===== src/design/fscs_pkg.sv =====
`default_nettype none

package fscs_pkg;

  // register file layout
  localparam int CFG_INDEX_W = 2;
  localparam int CFG_DATA_W  = 32;

  localparam logic [CFG_INDEX_W-1:0] REG_FIXED_STEP       = 2'd0;
  localparam logic [CFG_INDEX_W-1:0] REG_MAX_CREDIT       = 2'd1;
  localparam logic [CFG_INDEX_W-1:0] REG_CREDIT_PER_QUERY = 2'd2;

  localparam int FIXED_STEP_W       = 32;
  localparam int MAX_CREDIT_W       = 16;
  localparam int CREDIT_PER_QUERY_W = 16;

  localparam logic [FIXED_STEP_W-1:0]       FIXED_STEP_RESET       = 32'd16667;
  localparam logic [MAX_CREDIT_W-1:0]       MAX_CREDIT_RESET       = 16'd200;
  localparam logic [CREDIT_PER_QUERY_W-1:0] CREDIT_PER_QUERY_RESET = 16'd4;

  // result field widths
  localparam int COUNT_W    = 16;
  localparam int STEP_OUT_W = 48;

  localparam logic CMD_QUERY   = 1'b0;
  localparam logic CMD_ADVANCE = 1'b1;

  typedef struct packed {
    logic busy;
    logic done;
  } fscs_div_status_t;

endpackage

`default_nettype wire


===== src/design/fscs_div.sv =====
`default_nettype none

module fscs_div
  import fscs_pkg::*;
#(
  parameter int WIDTH = 48
) (
  input  wire logic             clk,
  input  wire logic             rst,
  input  wire logic             start,
  input  wire logic [WIDTH-1:0] dividend,
  input  wire logic [WIDTH-1:0] divisor,
  output logic      [WIDTH-1:0] quot,
  output fscs_div_status_t      status
);

  localparam int CNT_W = $clog2(WIDTH + 1);

  logic [CNT_W-1:0] cnt;
  logic             busy;
  logic             done;
  logic [WIDTH-1:0] q;
  logic [WIDTH-1:0] r;
  logic [WIDTH-1:0] d;
  logic [WIDTH:0]   shifted;
  logic [WIDTH:0]   trial;

  // one quotient bit per cycle, dividend bits shift out msb first
  assign shifted = {r, q[WIDTH-1]};
  assign trial   = shifted - {1'b0, d};

  always_ff @(posedge clk) begin
    if (rst) begin
      busy <= 1'b0;
      done <= 1'b0;
      cnt  <= '0;
    end else begin
      done <= 1'b0;
      if (start) begin
        busy <= 1'b1;
        cnt  <= CNT_W'(WIDTH);
      end else if (busy) begin
        cnt <= cnt - CNT_W'(1);
        if (cnt == CNT_W'(1)) begin
          busy <= 1'b0;
          done <= 1'b1;
        end
      end
    end
  end

  always_ff @(posedge clk) begin
    if (start) begin
      q <= dividend;
      r <= '0;
      d <= divisor;
    end else if (busy) begin
      if (!trial[WIDTH]) begin
        r <= trial[WIDTH-1:0];
        q <= {q[WIDTH-2:0], 1'b1};
      end else begin
        r <= shifted[WIDTH-1:0];
        q <= {q[WIDTH-2:0], 1'b0};
      end
    end
  end

  // rounds up; no overflow for a nonzero divisor, since a divisor of one leaves no remainder
  assign quot   = q + WIDTH'(r != '0);
  assign status = {busy, done};

endmodule

`default_nettype wire


===== src/design/fixed_step_credit_scheduler.sv =====
// sequence: an advance goes straight to the result; a query that is not due skips
// the divider; a due query with enough credit uses one divide, and one with a
// stretched step uses three, run one after another in the divider
// throughput: one item at a time; the next is taken once the result sits in
// the output register, so a waiting result does not block the next beat
// reset: config registers to defaults, pool full, first query pending
`default_nettype none

module fixed_step_credit_scheduler
  import fscs_pkg::*;
#(
  parameter int TIME_WIDTH   = 48,
  parameter int CREDIT_WIDTH = 16
) (
  input  wire logic                    clk,
  input  wire logic                    rst,
  input  wire logic                    cfg_write,
  input  wire logic [CFG_INDEX_W-1:0]  cfg_index,
  input  wire logic [CFG_DATA_W-1:0]   cfg_data,
  input  wire logic                    in_valid,
  output logic                         in_stall,
  input  wire logic                    cmd,
  input  wire logic [TIME_WIDTH-1:0]   current_time_us,
  input  wire logic [TIME_WIDTH-1:0]   advance_amount,
  output logic                         out_valid,
  input  wire logic                    out_stall,
  output logic      [COUNT_W-1:0]      granted_count,
  output logic      [STEP_OUT_W-1:0]   granted_step_us
);

  localparam int REFILL_W = ((CREDIT_WIDTH > MAX_CREDIT_W) ? CREDIT_WIDTH : MAX_CREDIT_W) + 1;

  localparam logic [2:0] S_IDLE   = 3'd0;
  localparam logic [2:0] S_CHECK  = 3'd1;
  localparam logic [2:0] S_DIV1   = 3'd2;
  localparam logic [2:0] S_DIV2   = 3'd3;
  localparam logic [2:0] S_DIV3   = 3'd4;
  localparam logic [2:0] S_REFILL = 3'd5;
  localparam logic [2:0] S_EMIT   = 3'd6;

  logic [FIXED_STEP_W-1:0]       fixed_step_us;
  logic [MAX_CREDIT_W-1:0]       max_credit;
  logic [CREDIT_PER_QUERY_W-1:0] credit_per_query;

  logic [2:0]              state;
  logic [TIME_WIDTH-1:0]   last_time;
  logic                    awaiting;
  logic [CREDIT_WIDTH-1:0] pool;
  logic [TIME_WIDTH-1:0]   now;
  logic [TIME_WIDTH-1:0]   step;
  logic [TIME_WIDTH-1:0]   amount;
  logic [CREDIT_WIDTH-1:0] count;

  logic                    in_accept;
  logic                    out_free;
  logic [TIME_WIDTH-1:0]   step_eff;
  logic [TIME_WIDTH-1:0]   due_time;
  logic                    due;
  logic [TIME_WIDTH-1:0]   elapsed;
  logic [TIME_WIDTH-1:0]   amount_next;
  logic [TIME_WIDTH-1:0]   pool_wide;
  logic                    over_pool;
  logic                    div_start;
  logic [TIME_WIDTH-1:0]   div_dividend;
  logic [TIME_WIDTH-1:0]   div_divisor;
  logic [TIME_WIDTH-1:0]   quot;
  fscs_div_status_t        div_status;
  logic [REFILL_W-1:0]     refill;
  logic [REFILL_W-1:0]     refill_sat;
  logic [CREDIT_WIDTH+COUNT_W-1:0]  count_wide;
  logic [TIME_WIDTH+STEP_OUT_W-1:0] step_wide;

  assign in_stall  = (state != S_IDLE);
  assign in_accept = in_valid && !in_stall;
  assign out_free  = !out_valid || !out_stall;

  // a zero step register counts as one
  assign step_eff = (fixed_step_us == '0) ? TIME_WIDTH'(1) : TIME_WIDTH'(fixed_step_us);

  assign due_time    = last_time + step;
  assign due         = (due_time <= now);
  assign elapsed     = now - last_time;
  assign amount_next = (elapsed > step) ? elapsed : step;

  assign pool_wide = TIME_WIDTH'(pool);
  assign over_pool = (quot > pool_wide);

  always_comb begin
    div_start    = 1'b0;
    div_dividend = amount;
    div_divisor  = step;
    unique case (state)
      S_CHECK: begin
        div_start    = due;
        div_dividend = amount_next;
      end
      S_DIV1: begin
        div_start   = div_status.done && over_pool && (pool != '0);
        div_divisor = pool_wide;
      end
      S_DIV2: begin
        div_start   = div_status.done;
        div_divisor = quot;
      end
      default: begin
      end
    endcase
  end

  fscs_div #(
    .WIDTH(TIME_WIDTH)
  ) u_div (
    .clk     (clk),
    .rst     (rst),
    .start   (div_start),
    .dividend(div_dividend),
    .divisor (div_divisor),
    .quot    (quot),
    .status  (div_status)
  );

  assign refill     = REFILL_W'(pool - count) + REFILL_W'(credit_per_query);
  assign refill_sat = (refill > REFILL_W'(max_credit)) ? REFILL_W'(max_credit) : refill;

  assign count_wide = (CREDIT_WIDTH + COUNT_W)'(count);
  assign step_wide  = (TIME_WIDTH + STEP_OUT_W)'(step);

  always_ff @(posedge clk) begin
    if (rst) begin
      fixed_step_us    <= FIXED_STEP_RESET;
      max_credit       <= MAX_CREDIT_RESET;
      credit_per_query <= CREDIT_PER_QUERY_RESET;
    end else if (cfg_write) begin
      unique case (cfg_index)
        REG_FIXED_STEP:       fixed_step_us    <= cfg_data[FIXED_STEP_W-1:0];
        REG_MAX_CREDIT:       max_credit       <= cfg_data[MAX_CREDIT_W-1:0];
        REG_CREDIT_PER_QUERY: credit_per_query <= cfg_data[CREDIT_PER_QUERY_W-1:0];
        default: begin
        end
      endcase
    end
  end

  // sequencer and scheduler state
  always_ff @(posedge clk) begin
    if (rst) begin
      state     <= S_IDLE;
      last_time <= '0;
      awaiting  <= 1'b1;
      pool      <= CREDIT_WIDTH'(MAX_CREDIT_RESET);
    end else begin
      unique case (state)
        S_IDLE: begin
          if (in_accept) begin
            if (cmd == CMD_ADVANCE) begin
              last_time <= last_time + advance_amount;
              state     <= S_EMIT;
            end else begin
              if (awaiting) begin
                last_time <= current_time_us;
                awaiting  <= 1'b0;
              end
              state <= S_CHECK;
            end
          end
        end
        S_CHECK: state <= due ? S_DIV1 : S_EMIT;
        S_DIV1: begin
          if (div_status.done) begin
            state <= (over_pool && (pool != '0)) ? S_DIV2 : S_REFILL;
          end
        end
        S_DIV2: begin
          if (div_status.done) begin
            state <= S_DIV3;
          end
        end
        S_DIV3: begin
          if (div_status.done) begin
            state <= S_REFILL;
          end
        end
        S_REFILL: begin
          pool  <= refill_sat[CREDIT_WIDTH-1:0];
          state <= S_EMIT;
        end
        S_EMIT: begin
          if (out_free) begin
            state <= S_IDLE;
          end
        end
        default: state <= S_IDLE;
      endcase
    end
  end

  // working registers
  always_ff @(posedge clk) begin
    case (state)
      S_IDLE: begin
        now   <= current_time_us;
        step  <= (cmd == CMD_ADVANCE) ? '0 : step_eff;
        count <= '0;
      end
      S_CHECK: begin
        amount <= amount_next;
        if (!due) begin
          step <= '0;
        end
      end
      S_DIV1: begin
        if (div_status.done) begin
          if (!over_pool) begin
            count <= quot[CREDIT_WIDTH-1:0];
          end else if (pool == '0) begin
            step <= '0;
          end
        end
      end
      S_DIV2: begin
        if (div_status.done) begin
          step <= quot;
        end
      end
      S_DIV3: begin
        if (div_status.done) begin
          count <= quot[CREDIT_WIDTH-1:0];
        end
      end
      default: begin
      end
    endcase
  end

  always_ff @(posedge clk) begin
    if (rst) begin
      out_valid <= 1'b0;
    end else if ((state == S_EMIT) && out_free) begin
      out_valid <= 1'b1;
    end else if (!out_stall) begin
      out_valid <= 1'b0;
    end
  end

  always_ff @(posedge clk) begin
    if ((state == S_EMIT) && out_free) begin
      granted_count   <= count_wide[COUNT_W-1:0];
      granted_step_us <= step_wide[STEP_OUT_W-1:0];
    end
  end

`ifndef SYNTHESIS
  a_done_in_div: assert property (@(posedge clk) disable iff (rst)
    div_status.done |-> (state == S_DIV1 || state == S_DIV2 || state == S_DIV3))
    else $error("divider finished outside a divide state");

  a_count_within_pool: assert property (@(posedge clk) disable iff (rst)
    (state == S_REFILL) |-> (count <= pool))
    else $error("granted count exceeds credit pool");

  a_zero_together: assert property (@(posedge clk) disable iff (rst)
    out_valid |-> ((granted_count == '0) == (granted_step_us == '0)))
    else $error("count and step disagree on an empty grant");

  a_one_in_flight: assert property (@(posedge clk) disable iff (rst)
    in_accept |=> in_stall)
    else $error("second beat taken while one is in work");

  a_no_restart: assert property (@(posedge clk) disable iff (rst)
    div_start |-> !div_status.busy)
    else $error("divider restarted while busy");
`endif

endmodule

`default_nettype wire

===== config.mk =====
export PLATFORM = sky130hd
export DESIGN_NAME = fixed_step_credit_scheduler
export DESIGN_NICKNAME = d
export VERILOG_FILES = /design/src/design/fscs_pkg.sv /design/src/design/fscs_div.sv /design/src/design/fixed_step_credit_scheduler.sv
export SDC_FILE = /design/constraint.sdc
export NUM_CORES = 2
export LEC_CHECK = 0
export ABC_AREA = 1
export BUFFER_PORTS_ARGS = -buffer_cell sky130_fd_sc_hd__buf_2
export CELL_PAD_IN_SITES_DETAIL_PLACEMENT = 0
export CELL_PAD_IN_SITES_GLOBAL_PLACEMENT = 1
export CORE_MARGIN = 3
export CORE_UTILIZATION = 37
export DETAILED_ROUTE_END_ITERATION = 10
export GPL_ROUTABILITY_DRIVEN = 0
export PLACE_DENSITY = 0.74
export SYNTH_ARGS = -nofsm -noshare
export SYNTH_HDL_FRONTEND = slang
export SYNTH_SLANG_ARGS = --single-unit

===== constraint.sdc =====
create_clock -name clk -period 22.3 [get_ports clk]
set_clock_uncertainty 0.2 [all_clocks]
set_input_delay 1.115 -clock clk [delete_from_list [all_inputs] [get_ports clk]]
set_output_delay 1.115 -clock clk [all_outputs]
set_load 0.005 [all_outputs]

==> out/metrics.csv <==
stage;metric;value;unit
route;remaining_drc_errors;0;
place;postPlaceCellArea;41500;sq um
logic_synthesis;yosys.area.top_type_share;0.210;
pwr;powerDensity;169;nW/um^2
final_layout;final_cells;7165;
clocking;cts_root_buffer;clkbuf_16;
logic_synthesis;syn_inst;5565;
logic_synthesis;synth.distinct_cells;52;
pwr;power_leakage;19.9;nW
floorplan;io_pins;202;
sta;hold_violations;0;
sta;slew_headroom;0.242;
floorplan;die_w;331;um
final_layout;final_util;0.420;
final_layout;layout_commonest_cell;nand2_1;
logic_synthesis;synth_top_area_cell;edfxtp_1;
route;num_vias;38300;
clocking;cts_resized;0;
clocking;cts_sinks;509;
sta;fmax;139;MHz
sta;tns;0;ns
route;detail-route-antenna-nets;0;
route;drt_iter0_markers;4164;
sta;drv_slew;0;
worst_setup_path;crit_path_end_kind;flop;
worst_setup_path;crit_arrival;7.41;ns
logic_synthesis;yosys_warnings;0;
logic_synthesis;ys_ff_latch;509;
worst_setup_path;critPathKind;flop to flop;
clocking;h-tree-depth;2;
logic_synthesis;syn_area_per_cell;7.01;sq um
clocking;clock_path_buffers;3;
global_route;grt_first_pass_wirelength;228000;um
global_route;grt_pass1_vias;35300;
floorplan;fp.coreArea;104000;sq um
worst_setup_path;critPathLaunchType;flop;
floorplan;initial_utilization;0.375;
clocking;cts_buffers;61;
logic_synthesis;seq_area_frac_synth;0.331;
clocking;cts_hold_buf;0;
final_layout;drive_gt1_frac;0.0728;
place;numPlacedInstances;7048;
global_route;grt_max_degree;145;
min_path;hp-class;flop to flop;
sta;period_share;0.323;
sta;rsz0062_at_grt;false;
outcome;status;finished clean;
clocking;insertion_delay;0.71;ns
route;wire_per_inst;21.6;um
final_layout;syn_to_final_growth;12.2;%
final_layout;fin_area;43700;sq um
pwr;power.total;0.00739;W
global_route;grt_overflow;0;
route;viasPerCell;5.34;
logic_synthesis;synth_nets;6059;
worst_setup_path;crit_fanout;144;
route;dr.pass1.iters;6;
sta;tightest_slew;1.14;ns
floorplan;die_area;109000;sq um
logic_synthesis;synth_area;39000;sq um
global_route;grt_usage;0.278;
clocking;cts_tree;yes;
place;port_buffers;201;
floorplan;num_rows;118;
final_layout;mostFrequentLayoutCells;nand2_1, inv_1, nor2_1;
floorplan;die_y;331;um
pwr;vdd_drop_max;0.000153;V
clocking;postCtsSetupRepairBufs;0;
logic_synthesis;synth_area_leaders;edfxtp_1, nand2_1, dfxtp_1;
sta;period_needed;7.20;ns
clocking;clk_pin_slew;0.06;ns
route;wirelength;155000;um
sta;setup_viol;0;
final_layout;fin_nets;6225;
worst_setup_path;worstPathRequired;22.51;ns
flow_run;drv_cap;0;
global_route;antenna_found_initial;8;
worst_setup_path;r2r_slack;15.10;ns
place;place_hpwl;128000;um
-- Yosys cell counts, drive strengths merged --
cell	count
a211oi	4
a21boi	14
a21o	18
a21oi	487
a221oi	9
a22oi	2
a311oi	2
a31o	2
a31oi	47
and2	3
and3	5
buf	23
clkbuf	104
clkinv	11
dfxtp	237
edfxtp	272
fa	20
ha	338
inv	848
nand2	1321
nand3	265
nand3b	16
nand4	55
nor2	664
nor3	46
nor3b	1
nor4	44
o2111ai	3
o211a	1
o211ai	27
o21a	18
o21ai	392
o21bai	32
o221ai	20
o22ai	16
o311ai	3
o31ai	1
or2	12
xnor2	56
xor2	126
-- cell type report --
cell class	count	area (sq um)
clock inverters	37	544
repair buffers	230	1220
clock buffers	79	1720
inverters	859	3220
flip-flops and latches	509	12900
fillers	11100	60400
multi-input cells	4070	22400
diodes	1	2.50
well taps	1380	1730
-- sequential cells by signal (all words and copies together), names as in the netlist, 3 cells and up --
register and cells:
amount 48, count 16, credit_per_query 16, fixed_step_us 32, granted_count 16, granted_step_us 48
last_time 48, max_credit 16, now 48, pool 16, state 3, step 48
u_div.cnt 6, u_div.d 48, u_div.q 48, u_div.r 48
-- routing by layer --
| metal | wire length, um | track usage | vias to the layer above |
|---|---|---|---|
| met2 | 63800 | 0.406 | 1616 |
| met4 | 3200 | 0.0574 | 2 |
| met1 | 72700 | 0.412 | 17800 |
| met3 | 15400 | 0.0667 | 171 |
| li1 | - | - | 18700 |
| met5 | 13 | 0 | - |
-- worst max-delay path, stage by stage, from the launching register on --
cell	delay, ns
edfxtp_1	0.45
ha_1	0.29
fa_1	0.55
nand3_1	0.14
nand3_1	0.11
a21oi_1	0.37
o21ai_0	0.25
a21oi_1	0.30
o21ai_0	0.22
a21boi_0	0.52
o21ai_0	0.23
xor2_1	0.19
ha_1	0.29
nand2_1	0.05
inv_1	0.06
nand3_1	0.09
nor3_1	0.21
o21ai_0	0.16
nand2_1	0.08
nand2_1	0.05
nand3_1	0.10
nand2_1	0.16
nand2_2	0.09
buf_4	0.55
nand2_8	0.70
nand2_1	0.31
nand2_1	0.07
-- worst paths after layout --
kind / startpoint / to / cells past startpoint
worst max register to register: step[0] / u_div.q[37] / 26
worst min-delay path: awaiting / awaiting / 2
worst min register to register: awaiting / awaiting / 2
worst max-delay path: step[0] / u_div.q[37] / 26
-- power breakdown --
group | internal (W) | total, W | switching [W]
sequential | 0.00143 | 0.00177 | 0.000346
combinational | 0.00141 | 0.00449 | 0.00309
clock | 0.000667 | 0.00113 | 0.000459
total | 0.00350 | 0.00739 | 0.00389
-- cell families after synthesis --
logic type	after synthesis	synth area share
buffers and inverters	986	0.0963
xor gates and xnor gates	182	0.0409
adders and majority gates	358	0.119
DFF	509	0.331
AOI/OAI and AO/OA	1098	0.156
and+or+nand+nor	2432	0.257
-- stage by stage --
step	setup WS, ns	hold WS, ns
6_report	15.10	0.257
5_1_grt	14.65	0.277
4_1_cts	15.23	0.254
3_5_place_dp	15.29	0.239
3_3_place_gp	15.48	0.243
2_1_floorplan	13.04	0.222
(Power assumes the default switching activity.)
